`src/arvl_pkg.sv`:
```
// arvl_pkg: shared constants, codes and types of the recency victim list
// depends on nothing; used by the interfaces and every module of the block
`default_nettype none

package arvl_pkg;

  localparam int DEPTH    = 32;
  localparam int KEY_BITS = 16;
  localparam int IDX_W    = $clog2(DEPTH);
  localparam int CNT_W    = $clog2(DEPTH + 1);
  localparam int OP_W     = 3;
  localparam int EV_W     = 2;
  localparam int ST_W     = 3;
  localparam int CHG_W    = 2;

  typedef logic [KEY_BITS-1:0] key_t;
  typedef logic [IDX_W-1:0]    idx_t;
  typedef logic [CNT_W-1:0]    cnt_t;

  // opcodes; query and the unused codes fall to the default arm
  localparam logic [OP_W-1:0] OP_ADD         = 3'd0;
  localparam logic [OP_W-1:0] OP_EVENT       = 3'd1;
  localparam logic [OP_W-1:0] OP_RECLAIM     = 3'd2;
  localparam logic [OP_W-1:0] OP_SET_DEFAULT = 3'd3;

  // event codes; anything else is a non-foreground status
  localparam logic [EV_W-1:0] EV_STOP = 2'd0;
  localparam logic [EV_W-1:0] EV_FG   = 2'd1;

  localparam logic [ST_W-1:0] ST_OK        = 3'd0;
  localparam logic [ST_W-1:0] ST_NOT_FOUND = 3'd1;
  localparam logic [ST_W-1:0] ST_FULL      = 3'd2;
  localparam logic [ST_W-1:0] ST_EMPTY     = 3'd3;
  localparam logic [ST_W-1:0] ST_PINNED    = 3'd4;

  localparam logic [CHG_W-1:0] CHG_NONE    = 2'd0;
  localparam logic [CHG_W-1:0] CHG_ADDED   = 2'd1;
  localparam logic [CHG_W-1:0] CHG_REMOVED = 2'd2;
  localparam logic [CHG_W-1:0] CHG_UPDATED = 2'd3;

  typedef enum logic [2:0] {
    S_IDLE,
    S_SCAN,
    S_EXEC,
    S_STOP,
    S_INSERT,
    S_FSCAN,
    S_RESULT
  } state_t;

  typedef enum logic [1:0] {
    POS_TAIL,
    POS_LAST_FG,
    POS_LAST_FG_ADJ
  } pos_sel_t;

  typedef struct packed {
    logic             latch;
    logic             scan_start;
    logic             scan_step;
    logic             stop_step;
    logic             ins_en;
    pos_sel_t         ins_pos;
    logic             ins_fg;
    logic             rem_en;
    logic             clr_fg;
    logic             set_default;
    logic             load;
    logic [ST_W-1:0]  status;
    logic [CHG_W-1:0] change;
    logic             victim;
  } dp_cmd_t;

  typedef struct packed {
    logic [OP_W-1:0] op;
    logic [EV_W-1:0] ev;
    logic            add_fg;
    logic            critical;
    logic            scan_done;
    logic            found;
    logic            lf_valid;
    logic            idx_is_lf;
    logic            full;
    logic            empty;
    logic            head_fg;
  } dp_stat_t;

endpackage

`default_nettype wire

```
`src/arvl_if.sv`:
```
// arvl_if: valid/ready channels for command words and result words
// depends on arvl_pkg for field widths
`default_nettype none

interface arvl_req_if;
  logic                          valid;
  logic                          ready;
  logic [arvl_pkg::OP_W-1:0]     opcode;
  logic [arvl_pkg::KEY_BITS-1:0] app_key;
  logic [arvl_pkg::KEY_BITS-1:0] instance_key;
  logic                          add_foreground;
  logic [arvl_pkg::EV_W-1:0]     event_code;
  logic                          critical;

  modport source (
    output valid, opcode, app_key, instance_key, add_foreground, event_code, critical,
    input  ready
  );
  modport sink (
    input  valid, opcode, app_key, instance_key, add_foreground, event_code, critical,
    output ready
  );
endinterface

interface arvl_rsp_if;
  logic                          valid;
  logic                          ready;
  logic [arvl_pkg::ST_W-1:0]     result_status;
  logic [arvl_pkg::CHG_W-1:0]    change_kind;
  logic [arvl_pkg::KEY_BITS-1:0] victim_app;
  logic [arvl_pkg::KEY_BITS-1:0] victim_instance;
  logic [arvl_pkg::CNT_W-1:0]    entry_count;
  logic                          last_fg_valid;
  logic [arvl_pkg::KEY_BITS-1:0] last_fg_app;

  modport source (
    output valid, result_status, change_kind, victim_app, victim_instance, entry_count,
           last_fg_valid, last_fg_app,
    input  ready
  );
  modport sink (
    input  valid, result_status, change_kind, victim_app, victim_instance, entry_count,
           last_fg_valid, last_fg_app,
    output ready
  );
endinterface

`default_nettype wire

```
`src/arvl_datapath.sv`:
```
// arvl_datapath: entry list registers, scan pointer, shift insert/remove, result register
// depends on arvl_pkg
`default_nettype none

module arvl_datapath (
  input  logic                          clk,
  input  logic                          rst,
  input  arvl_pkg::dp_cmd_t             cmd,
  output arvl_pkg::dp_stat_t            stat,
  input  logic [arvl_pkg::OP_W-1:0]     opcode,
  input  logic [arvl_pkg::KEY_BITS-1:0] app_key,
  input  logic [arvl_pkg::KEY_BITS-1:0] instance_key,
  input  logic                          add_foreground,
  input  logic [arvl_pkg::EV_W-1:0]     event_code,
  input  logic                          critical,
  output logic [arvl_pkg::ST_W-1:0]     result_status,
  output logic [arvl_pkg::CHG_W-1:0]    change_kind,
  output logic [arvl_pkg::KEY_BITS-1:0] victim_app,
  output logic [arvl_pkg::KEY_BITS-1:0] victim_instance,
  output logic [arvl_pkg::CNT_W-1:0]    entry_count,
  output logic                          last_fg_valid,
  output logic [arvl_pkg::KEY_BITS-1:0] last_fg_app
);
  import arvl_pkg::*;

  key_t             ent_app  [DEPTH];
  key_t             ent_inst [DEPTH];
  logic [DEPTH-1:0] ent_fg;

  cnt_t count;
  cnt_t ptr;
  logic found;
  logic lf_valid;
  idx_t hit_idx;
  idx_t lf_idx;
  key_t lf_app;

  logic [OP_W-1:0] op_q;
  key_t            app_q;
  key_t            inst_q;
  logic            add_fg_q;
  logic [EV_W-1:0] ev_q;
  logic            crit_q;

  idx_t rd_idx;
  key_t rd_app;
  key_t rd_inst;
  logic rd_fg;
  logic rd_match;
  idx_t ins_pos;
  idx_t rem_pos;
  logic do_remove;

  // single scan read port
  assign rd_idx   = ptr[IDX_W-1:0];
  assign rd_app   = ent_app[rd_idx];
  assign rd_inst  = ent_inst[rd_idx];
  assign rd_fg    = ent_fg[rd_idx];
  assign rd_match = (rd_app == app_q) && (rd_inst == inst_q);

  always_comb begin
    unique case (cmd.ins_pos)
      POS_TAIL:        ins_pos = count[IDX_W-1:0];
      POS_LAST_FG:     ins_pos = lf_idx;
      // if the moved entry sat before the last foreground one, that one slid down by one
      POS_LAST_FG_ADJ: ins_pos = (hit_idx < lf_idx) ? lf_idx - 1'b1 : lf_idx;
      default:         ins_pos = count[IDX_W-1:0];
    endcase
  end

  assign rem_pos   = cmd.stop_step ? rd_idx : hit_idx;
  assign do_remove = cmd.rem_en || (cmd.stop_step && rd_match);

  // each position shifts from a fixed neighbor
  for (genvar g = 0; g < DEPTH; g++) begin : g_slot
    localparam int PREV = (g == 0) ? 0 : g - 1;
    localparam int NEXT = (g == DEPTH - 1) ? g : g + 1;

    always_ff @(posedge clk) begin
      if (cmd.ins_en) begin
        if (IDX_W'(g) == ins_pos) begin
          ent_app[g]  <= app_q;
          ent_inst[g] <= inst_q;
          ent_fg[g]   <= cmd.ins_fg;
        end else if (IDX_W'(g) > ins_pos) begin
          ent_app[g]  <= ent_app[PREV];
          ent_inst[g] <= ent_inst[PREV];
          ent_fg[g]   <= ent_fg[PREV];
        end
      end else if (do_remove) begin
        if (IDX_W'(g) >= rem_pos) begin
          ent_app[g]  <= ent_app[NEXT];
          ent_inst[g] <= ent_inst[NEXT];
          ent_fg[g]   <= ent_fg[NEXT];
        end
      end else if (cmd.clr_fg) begin
        if (IDX_W'(g) == hit_idx) begin
          ent_fg[g] <= 1'b0;
        end
      end else if (cmd.set_default) begin
        ent_fg[g] <= (ent_app[g] == app_q);
      end
    end
  end

  always_ff @(posedge clk) begin
    if (rst) begin
      count    <= '0;
      ptr      <= '0;
      found    <= 1'b0;
      lf_valid <= 1'b0;
    end else begin
      if (cmd.ins_en) begin
        count <= count + 1'b1;
      end else if (do_remove) begin
        count <= count - 1'b1;
      end
      if (cmd.scan_start) begin
        ptr      <= '0;
        found    <= 1'b0;
        lf_valid <= 1'b0;
      end else if (cmd.scan_step) begin
        ptr <= ptr + 1'b1;
        if (rd_match) begin
          found <= 1'b1;
        end
        if (rd_fg) begin
          lf_valid <= 1'b1;
        end
      end else if (cmd.stop_step && !rd_match) begin
        ptr <= ptr + 1'b1;
      end
    end
  end

  always_ff @(posedge clk) begin
    if (cmd.scan_step && rd_match && !found) begin
      hit_idx <= rd_idx;
    end
    if (cmd.scan_step && rd_fg) begin
      lf_idx <= rd_idx;
      lf_app <= rd_app;
    end
    if (cmd.latch) begin
      op_q     <= opcode;
      app_q    <= app_key;
      inst_q   <= instance_key;
      add_fg_q <= add_foreground;
      ev_q     <= event_code;
      crit_q   <= critical;
    end
    if (cmd.load) begin
      result_status   <= cmd.status;
      change_kind     <= cmd.change;
      victim_app      <= cmd.victim ? ent_app[0] : '0;
      victim_instance <= cmd.victim ? ent_inst[0] : '0;
      entry_count     <= count;
      last_fg_valid   <= lf_valid;
      last_fg_app     <= lf_valid ? lf_app : '0;
    end
  end

  always_comb begin
    stat.op        = op_q;
    stat.ev        = ev_q;
    stat.add_fg    = add_fg_q;
    stat.critical  = crit_q;
    stat.scan_done = (ptr >= count);
    stat.found     = found;
    stat.lf_valid  = lf_valid;
    stat.idx_is_lf = (hit_idx == lf_idx);
    stat.full      = (count >= CNT_W'(DEPTH));
    stat.empty     = (count == '0);
    stat.head_fg   = ent_fg[0];
  end

endmodule

`default_nettype wire

```
`src/arvl_ctrl.sv`:
```
// arvl_ctrl: sequencer of scan, edit and result phases, output valid flag
// depends on arvl_pkg
`default_nettype none

module arvl_ctrl (
  input  logic               clk,
  input  logic               rst,
  input  logic               in_valid,
  output logic               in_ready,
  output logic               out_valid,
  input  logic               out_ready,
  input  arvl_pkg::dp_stat_t stat,
  output arvl_pkg::dp_cmd_t  cmd
);
  import arvl_pkg::*;

  state_t state;
  state_t state_next;

  logic [ST_W-1:0]  res_status;
  logic [CHG_W-1:0] res_change;
  logic             res_victim;
  pos_sel_t         pend_pos;
  logic             pend_fg;

  logic [ST_W-1:0]  dec_status;
  logic [CHG_W-1:0] dec_change;
  logic             dec_victim;
  pos_sel_t         dec_pos;
  logic             dec_fg;
  logic             can_load;

  assign can_load = !out_valid || out_ready;

  // next state
  always_comb begin
    state_next = state;
    unique case (state)
      S_IDLE: begin
        if (in_valid) begin
          state_next = S_SCAN;
        end
      end
      S_SCAN: begin
        if (stat.scan_done) begin
          state_next = S_EXEC;
        end
      end
      S_EXEC: begin
        state_next = S_FSCAN;
        if (stat.op == OP_EVENT && stat.found) begin
          if (stat.ev == EV_STOP) begin
            state_next = S_STOP;
          end else if (stat.ev == EV_FG || !stat.lf_valid || !stat.idx_is_lf) begin
            state_next = S_INSERT;
          end
        end
      end
      S_STOP: begin
        if (stat.scan_done) begin
          state_next = S_FSCAN;
        end
      end
      S_INSERT: state_next = S_FSCAN;
      S_FSCAN: begin
        if (stat.scan_done) begin
          state_next = S_RESULT;
        end
      end
      S_RESULT: begin
        if (can_load) begin
          state_next = S_IDLE;
        end
      end
      default: state_next = S_IDLE;
    endcase
  end

  // commands
  always_comb begin
    cmd        = '0;
    in_ready   = 1'b0;
    dec_status = ST_OK;
    dec_change = CHG_NONE;
    dec_victim = 1'b0;
    dec_pos    = POS_TAIL;
    dec_fg     = 1'b0;
    cmd.status = res_status;
    cmd.change = res_change;
    cmd.victim = res_victim;
    unique case (state)
      S_IDLE: begin
        in_ready       = 1'b1;
        cmd.latch      = in_valid;
        cmd.scan_start = in_valid;
      end
      S_SCAN: cmd.scan_step = !stat.scan_done;
      S_EXEC: begin
        cmd.scan_start = 1'b1;
        unique case (stat.op)
          OP_ADD: begin
            if (stat.full) begin
              dec_status = ST_FULL;
            end else begin
              cmd.ins_en  = 1'b1;
              cmd.ins_pos = (stat.add_fg || !stat.lf_valid) ? POS_TAIL : POS_LAST_FG;
              cmd.ins_fg  = stat.add_fg;
              dec_change  = CHG_ADDED;
            end
          end
          OP_EVENT: begin
            if (!stat.found) begin
              dec_status = ST_NOT_FOUND;
            end else if (stat.ev == EV_STOP) begin
              dec_change = CHG_REMOVED;
            end else if (stat.ev == EV_FG) begin
              cmd.rem_en = 1'b1;
              dec_fg     = 1'b1;
              dec_change = CHG_UPDATED;
            end else begin
              dec_change = CHG_UPDATED;
              if (!stat.lf_valid) begin
                cmd.rem_en = 1'b1;
              end else if (stat.idx_is_lf) begin
                cmd.clr_fg = 1'b1;
              end else begin
                cmd.rem_en = 1'b1;
                dec_pos    = POS_LAST_FG_ADJ;
              end
            end
          end
          OP_RECLAIM: begin
            if (stat.empty) begin
              dec_status = ST_EMPTY;
            end else if (stat.head_fg && !stat.critical) begin
              dec_status = ST_PINNED;
            end else begin
              dec_victim = 1'b1;
            end
          end
          OP_SET_DEFAULT: cmd.set_default = 1'b1;
          default: ;
        endcase
      end
      S_STOP: begin
        cmd.stop_step  = !stat.scan_done;
        cmd.scan_start = stat.scan_done;
      end
      S_INSERT: begin
        cmd.ins_en     = 1'b1;
        cmd.ins_pos    = pend_pos;
        cmd.ins_fg     = pend_fg;
        cmd.scan_start = 1'b1;
      end
      S_FSCAN: cmd.scan_step = !stat.scan_done;
      S_RESULT: cmd.load = can_load;
      default: ;
    endcase
  end

  always_ff @(posedge clk) begin
    if (rst) begin
      state     <= S_IDLE;
      out_valid <= 1'b0;
    end else begin
      state <= state_next;
      if (cmd.load) begin
        out_valid <= 1'b1;
      end else if (out_ready) begin
        out_valid <= 1'b0;
      end
    end
  end

  always_ff @(posedge clk) begin
    if (state == S_EXEC) begin
      res_status <= dec_status;
      res_change <= dec_change;
      res_victim <= dec_victim;
      pend_pos   <= dec_pos;
      pend_fg    <= dec_fg;
    end
  end

endmodule

`default_nettype wire

```
`src/app_recency_victim_list_unit.sv`:
```
// app_recency_victim_list_unit: top level of the recency victim list
// depends on arvl_pkg, arvl_if, arvl_ctrl and arvl_datapath
`default_nettype none

//  channel | dir | word                                      | accepted when
//  --------+-----+-------------------------------------------+--------------------
//  req     | in  | opcode, keys, add_foreground, event, crit | req.valid & req.ready
//  rsp     | out | status, change, victim, count, last fg    | rsp.valid & rsp.ready
//
// one command word gives exactly one result word; commands are taken one at a time
// the list is walked once before and once after the edit through a single scan read
// port, one entry per cycle; a moved entry is inserted in its own step after the edit,
// and a stop event adds a compaction pass that removes every matching entry
// insert and remove are parallel shifts of the list; flag rewrites are done in place
// rst (synchronous) empties the list; entry contents are not cleared
// the result sits in an output register, so a stalled rsp holds the word while
// the next command is taken; only a second finished result waits for rsp

module app_recency_victim_list_unit (
  input  logic       clk,
  input  logic       rst,
  arvl_req_if.sink   req,
  arvl_rsp_if.source rsp
);
  import arvl_pkg::*;

  dp_cmd_t  cmd;
  dp_stat_t stat;

  // sequencer: scan, edit, rescan, publish
  arvl_ctrl u_ctrl (
    .clk       (clk),
    .rst       (rst),
    .in_valid  (req.valid),
    .in_ready  (req.ready),
    .out_valid (rsp.valid),
    .out_ready (rsp.ready),
    .stat      (stat),
    .cmd       (cmd)
  );

  // list storage and result register
  arvl_datapath u_dp (
    .clk             (clk),
    .rst             (rst),
    .cmd             (cmd),
    .stat            (stat),
    .opcode          (req.opcode),
    .app_key         (req.app_key),
    .instance_key    (req.instance_key),
    .add_foreground  (req.add_foreground),
    .event_code      (req.event_code),
    .critical        (req.critical),
    .result_status   (rsp.result_status),
    .change_kind     (rsp.change_kind),
    .victim_app      (rsp.victim_app),
    .victim_instance (rsp.victim_instance),
    .entry_count     (rsp.entry_count),
    .last_fg_valid   (rsp.last_fg_valid),
    .last_fg_app     (rsp.last_fg_app)
  );

endmodule

`default_nettype wire
```
`src/flat_wrapper.sv`:
```
// flat-port wrapper written by rule: the top's interface ports become plain ports
module app_recency_victim_list_unit_flat import arvl_pkg::*;
  (clk, rst, req_valid, req_opcode, req_app_key, req_instance_key, req_add_foreground, req_event_code, req_critical, req_ready, rsp_valid, rsp_result_status, rsp_change_kind, rsp_victim_app, rsp_victim_instance, rsp_entry_count, rsp_last_fg_valid, rsp_last_fg_app, rsp_ready);
  arvl_req_if req_i ();
  arvl_rsp_if rsp_i ();
  input  logic clk;
  input  logic rst;
  input wire logic [$bits(req_i.valid)-1:0] req_valid;
  input wire logic [$bits(req_i.opcode)-1:0] req_opcode;
  input wire logic [$bits(req_i.app_key)-1:0] req_app_key;
  input wire logic [$bits(req_i.instance_key)-1:0] req_instance_key;
  input wire logic [$bits(req_i.add_foreground)-1:0] req_add_foreground;
  input wire logic [$bits(req_i.event_code)-1:0] req_event_code;
  input wire logic [$bits(req_i.critical)-1:0] req_critical;
  output wire logic [$bits(req_i.ready)-1:0] req_ready;
  output wire logic [$bits(rsp_i.valid)-1:0] rsp_valid;
  output wire logic [$bits(rsp_i.result_status)-1:0] rsp_result_status;
  output wire logic [$bits(rsp_i.change_kind)-1:0] rsp_change_kind;
  output wire logic [$bits(rsp_i.victim_app)-1:0] rsp_victim_app;
  output wire logic [$bits(rsp_i.victim_instance)-1:0] rsp_victim_instance;
  output wire logic [$bits(rsp_i.entry_count)-1:0] rsp_entry_count;
  output wire logic [$bits(rsp_i.last_fg_valid)-1:0] rsp_last_fg_valid;
  output wire logic [$bits(rsp_i.last_fg_app)-1:0] rsp_last_fg_app;
  input wire logic [$bits(rsp_i.ready)-1:0] rsp_ready;
  assign req_i.valid = req_valid;
  assign req_i.opcode = req_opcode;
  assign req_i.app_key = req_app_key;
  assign req_i.instance_key = req_instance_key;
  assign req_i.add_foreground = req_add_foreground;
  assign req_i.event_code = req_event_code;
  assign req_i.critical = req_critical;
  assign req_ready = req_i.ready;
  assign rsp_valid = rsp_i.valid;
  assign rsp_result_status = rsp_i.result_status;
  assign rsp_change_kind = rsp_i.change_kind;
  assign rsp_victim_app = rsp_i.victim_app;
  assign rsp_victim_instance = rsp_i.victim_instance;
  assign rsp_entry_count = rsp_i.entry_count;
  assign rsp_last_fg_valid = rsp_i.last_fg_valid;
  assign rsp_last_fg_app = rsp_i.last_fg_app;
  assign rsp_i.ready = rsp_ready;
  app_recency_victim_list_unit u_core (.clk(clk), .rst(rst), .req(req_i), .rsp(rsp_i));
endmodule
```
`config.mk`:
```
export PLATFORM = sky130hd
export DESIGN_NAME = app_recency_victim_list_unit_flat
export DESIGN_NICKNAME = d
export VERILOG_FILES = /design/src/arvl_pkg.sv /design/src/arvl_if.sv /design/src/arvl_datapath.sv /design/src/arvl_ctrl.sv /design/src/app_recency_victim_list_unit.sv /design/src/flat_wrapper.sv
export SDC_FILE = /design/constraint.sdc
export NUM_CORES = 2
export LEC_CHECK = 0
export BUFFER_PORTS_ARGS = -buffer_cell sky130_fd_sc_hd__buf_2
export CORE_AREA = 2 2 536 538
export DETAILED_ROUTE_END_ITERATION = 10
export DIE_AREA = 0 0 538 540
export MAX_ROUTING_LAYER = met4
export PLACE_DENSITY = 0.41
export SETUP_SLACK_MARGIN = 0.5
export SYNTH_ARGS = -nofsm -noshare
export SYNTH_HDL_FRONTEND = slang
export SYNTH_HIERARCHICAL = 1
export SYNTH_SLANG_ARGS = --single-unit
```
`constraint.sdc`:
```
create_clock -name clk -period 17.6 [get_ports clk]
set_input_delay 2.64 -clock clk [delete_from_list [all_inputs] [get_ports clk]]
set_output_delay 2.64 -clock clk [all_outputs]
set_load 0.1 [all_outputs]
```
==> impl_results.md <==
- Ports: between 100 and 150
- Required time worst endpoint: ~18 ns
- Hold Crit Class: flop to flop
- GRT overflow: 0
- Final HPWL DP: 250 mm
- # setup viols final: 0
- Detailed Route WL: between 300 and 400 mm
- Status: finished clean
- Die width: around 540 um
- Period utilization: 0.534
- Initial drt markers: ~5500
- Peak VDD IR: ~0.000082 V
- Syn. warnings: 6
- Commonest non-fill, non-tap cell in the layout: mux2_2
- Root Buffer: clkbuf_16
- Antenna violations before repair: 20
- Wire per inst: about 34 um
- Area taken by multi-input logic gates: approximately 0.041 mm2
- Net Sw Frac: 0.384
- Synth Register Bits: approximately 1200
- GRT Total Usage: 0.239
- Chip Height: roughly 540 um
- Critical Path End Type: flop
- Avg Cell Area, Syn: approximately 13 um2
- Clock slew at reported path FFs: roughly 0.06 ns
- CTS Sinks: 1212
- Hold_buf cts: 0
- First-pass GRT wire length: roughly 480 mm
- Leakage: approximately 29 nW
- Syn_nets: around 6300
- Seq/Total Area, Yosys: 0.456
- Worst Skew: between 0.06 and 0.07 ns
- Max Root-Sink Buffers: 4
- Reg2reg setup slack: 8.20 ns
- Die area: roughly 0.29 mm2
- Most frequent cells in the layout: mux2_2 (1323), edfxtp_1 (1189), xnor2_1 (492), mux2i_1 (466), nand3_1 (306)
- Synth Cell Area: ~0.08 mm2
- Arrival time worst endpoint: ~9.9 ns
- Max-cap check violation count: 0
- Fill count: about 29000
- Pwr Density: approximately 160 mW/mm2
- Async S/R FF share, synth: 0
- Final nets: between 6000 and 7000
- Post-Layout Cell Count: roughly 10000
- Vias per cell: around 5.6
- Port-buffer cells: approximately 100
- RSZ-0062 raised after global routing: false
- Internal power: roughly 8.6 mW
- Post-synth EDFFs: between 1000 and 1500
- Drt drc: 0
- DRT antenna net count: 0
- CTS-repair resized insts: 0
- H-tree levels: 4
- Vias in the first global route: 57200
- Cts bufs inserted: around 170
- Crit path kind: flop to flop
- GPL Wtd Cong: 0.897
- Unique masters post-synth: approximately 90
- Final Max Slew Viols: 0
- Starting Density: 0.279
- Setup bufs post-CTS: 0
- Clock insertion delay at the later pin of the skew report: about 0.87 ns
- Reg area: 0.0362 mm2
- Largest net degree at the start of global routing: between 60 and 70
- Setup TNS: 0 ns
- Placed Cells: slightly below 10000
- Combinational Power Share: 0.392
- FMAX: approximately 110 MHz
- Slew margin rel.: 0.0555
- Worst-Margin Slew: approximately 1.4 ns
- Pre-antenna DRT Iters: 5
- Area growth syn-to-layout: 12.9%
- Startpoint types: flop
- Switching power: approximately 5.4 mW
- CP Max Fanout: 42
- Core area: roughly 0.28 mm2
- Layout cell share with drive strength beyond 1: 0.356
- Seq pwr share: 0.364
- Clk pwr share: 0.244
- Final Hold Viols: 0
- Post-Syn Instances: approximately 6200
- Vias: between 50000 and 60000
- Synth Flop Type: edfxtp_1
- Core Rows: 196
- CTS tree: done
- Fin crit period: roughly 9.4 ns
## kinds of logic (layout without fill, tap and decap cells)
kind of cell    count (synthesis)  count (layout)  share of synthesized area
flops                        1212            1212                      0.456
other cells                     0               7                          0
xor+xnor                      532             532                     0.0588
mux                          2110            2110                      0.320
fa+ha+maj                      20              20                    0.00325
buf+inv                       631             672                     0.0357
simple gates                 1047            1047                     0.0712
compound gates                693             693                     0.0551
## power by group through the flow
stage / logic, mW / clock network, mW / registers, mW
floorplan: 3.63 / 0 / 4.75
global placement: 5.39 / 0 / 5.15
detailed placement: 5.43 / 0 / 5.14
CTS: 5.45 / 3.49 / 5.09
global route: 5.80 / 3.59 / 5.14
finish: 5.49 / 3.41 / 5.09
## final timing paths
check                                    from                      endpoint  depth (start not counted)
setup / recovery                         flop  u_core/u_dp/ent_inst[10][11]                         16
hold / removal    u_core/u_ctrl/res_status[0]  u_core/u_dp/result_status[0]                          0
setup reg to reg                         flop  u_core/u_dp/ent_inst[10][11]                         16
hold reg to reg   u_core/u_ctrl/res_status[0]  u_core/u_dp/result_status[0]                          0
## critical path, cell delays in order, from the launching register on
cell and delay (ns):
dfxtp_4 0.76, buf_4 0.62, buf_4 0.65, buf_4 0.72, mux4_2 0.58, mux2_2 0.28
o22ai_1 0.17, or3_1 0.15, nand4_1 0.29, nor4bb_1 0.41, and4_1 0.77, a41o_4 0.66
buf_4 0.55, buf_4 0.64, and2_1 0.23, buf_4 0.36, or2_2 0.80
## cell usage after synthesis, drive strengths merged, types with 23 or more instances
| cell | count | area [um2] |
|---|---|---|
| o21ai | 314 | 1580 |
| inv | 37 | 139 |
| nand2 | 146 | 548 |
| nand2b | 24 | 150 |
| clkbuf | 360 | 1350 |
| dfxtp | 23 | 460 |
| and3 | 33 | 206 |
| mux2 | 1450 | 16300 |
| edfxtp | 1189 | 35700 |
| xnor2 | 492 | 4310 |
| mux2i | 466 | 4660 |
| nand3 | 307 | 1540 |
| nor4 | 87 | 551 |
| and2 | 69 | 432 |
| a21oi | 124 | 658 |
| a22oi | 79 | 593 |
| xor2 | 40 | 350 |
| nor3 | 29 | 179 |
| nor2 | 111 | 417 |
| nor2b | 31 | 194 |
| buf | 234 | 1340 |
| mux4 | 194 | 4370 |
| a221o | 39 | 390 |
| nand4 | 137 | 857 |
## layer usage
metal | share of wire | GRT usage | vias up
met4 | 0.041 | 0.0850 | 0
met3 | 0.054 | 0.0331 | 460
li1 | - | - | 24000
met2 | 0.46 | 0.371 | 2057
met5 | 0 | - | -
met1 | 0.44 | 0.317 | 30100
## through the flow
| stage | util | hold slack, ns | area, um2 | setup WS (ns) | power (mW) |
|---|---|---|---|---|---|
| after detailed placement | 0.296 | 0.405 | 84300 | 8.37 | 10.6 |
| after global routing | 0.315 | 0.429 | 89500 | 7.85 | 14.5 |
| final | 0.315 | 0.418 | 89500 | 8.20 | 14.0 |
| after CTS | 0.315 | 0.419 | 89500 | 8.35 | 14.0 |
| after global placement | 0.296 | 0.406 | 84200 | 8.44 | 10.5 |
| after floorplan | - | 0.400 | 79300 | 10.76 | 8.38 |
## sequential cells by signal, indices dropped and copies added, names as in the netlist, 6 cells and up, named ones only
signal	count
u_core/u_dp/inst_q	16
u_core/u_dp/count	6
u_core/u_dp/ent_inst	512
u_core/u_dp/last_fg_app	16
u_core/u_dp/entry_count	6
u_core/u_dp/victim_app	16
u_core/u_dp/ptr	6
u_core/u_dp/ent_app	512
u_core/u_dp/ent_fg	31
u_core/u_dp/victim_instance	16
u_core/u_dp/app_q	16
u_core/u_dp/lf_app	16
## cell type report
| cell class | instances | area share |
|---|---|---|
| Multi-Input combinational cell | 4402 | 0.457 |
| Clock inverter | 86 | 0.00927 |
| Tap cell | 3762 | 0.0526 |
| Sequential cell | 1212 | 0.404 |
| Inverter | 37 | 0.00155 |
| Timing Repair Buffer | 344 | 0.0264 |
| Antenna cell | 7 | 0.000196 |
| Clock buffer | 205 | 0.0492 |
Note: power is estimated with default switching activity, not from simulation.
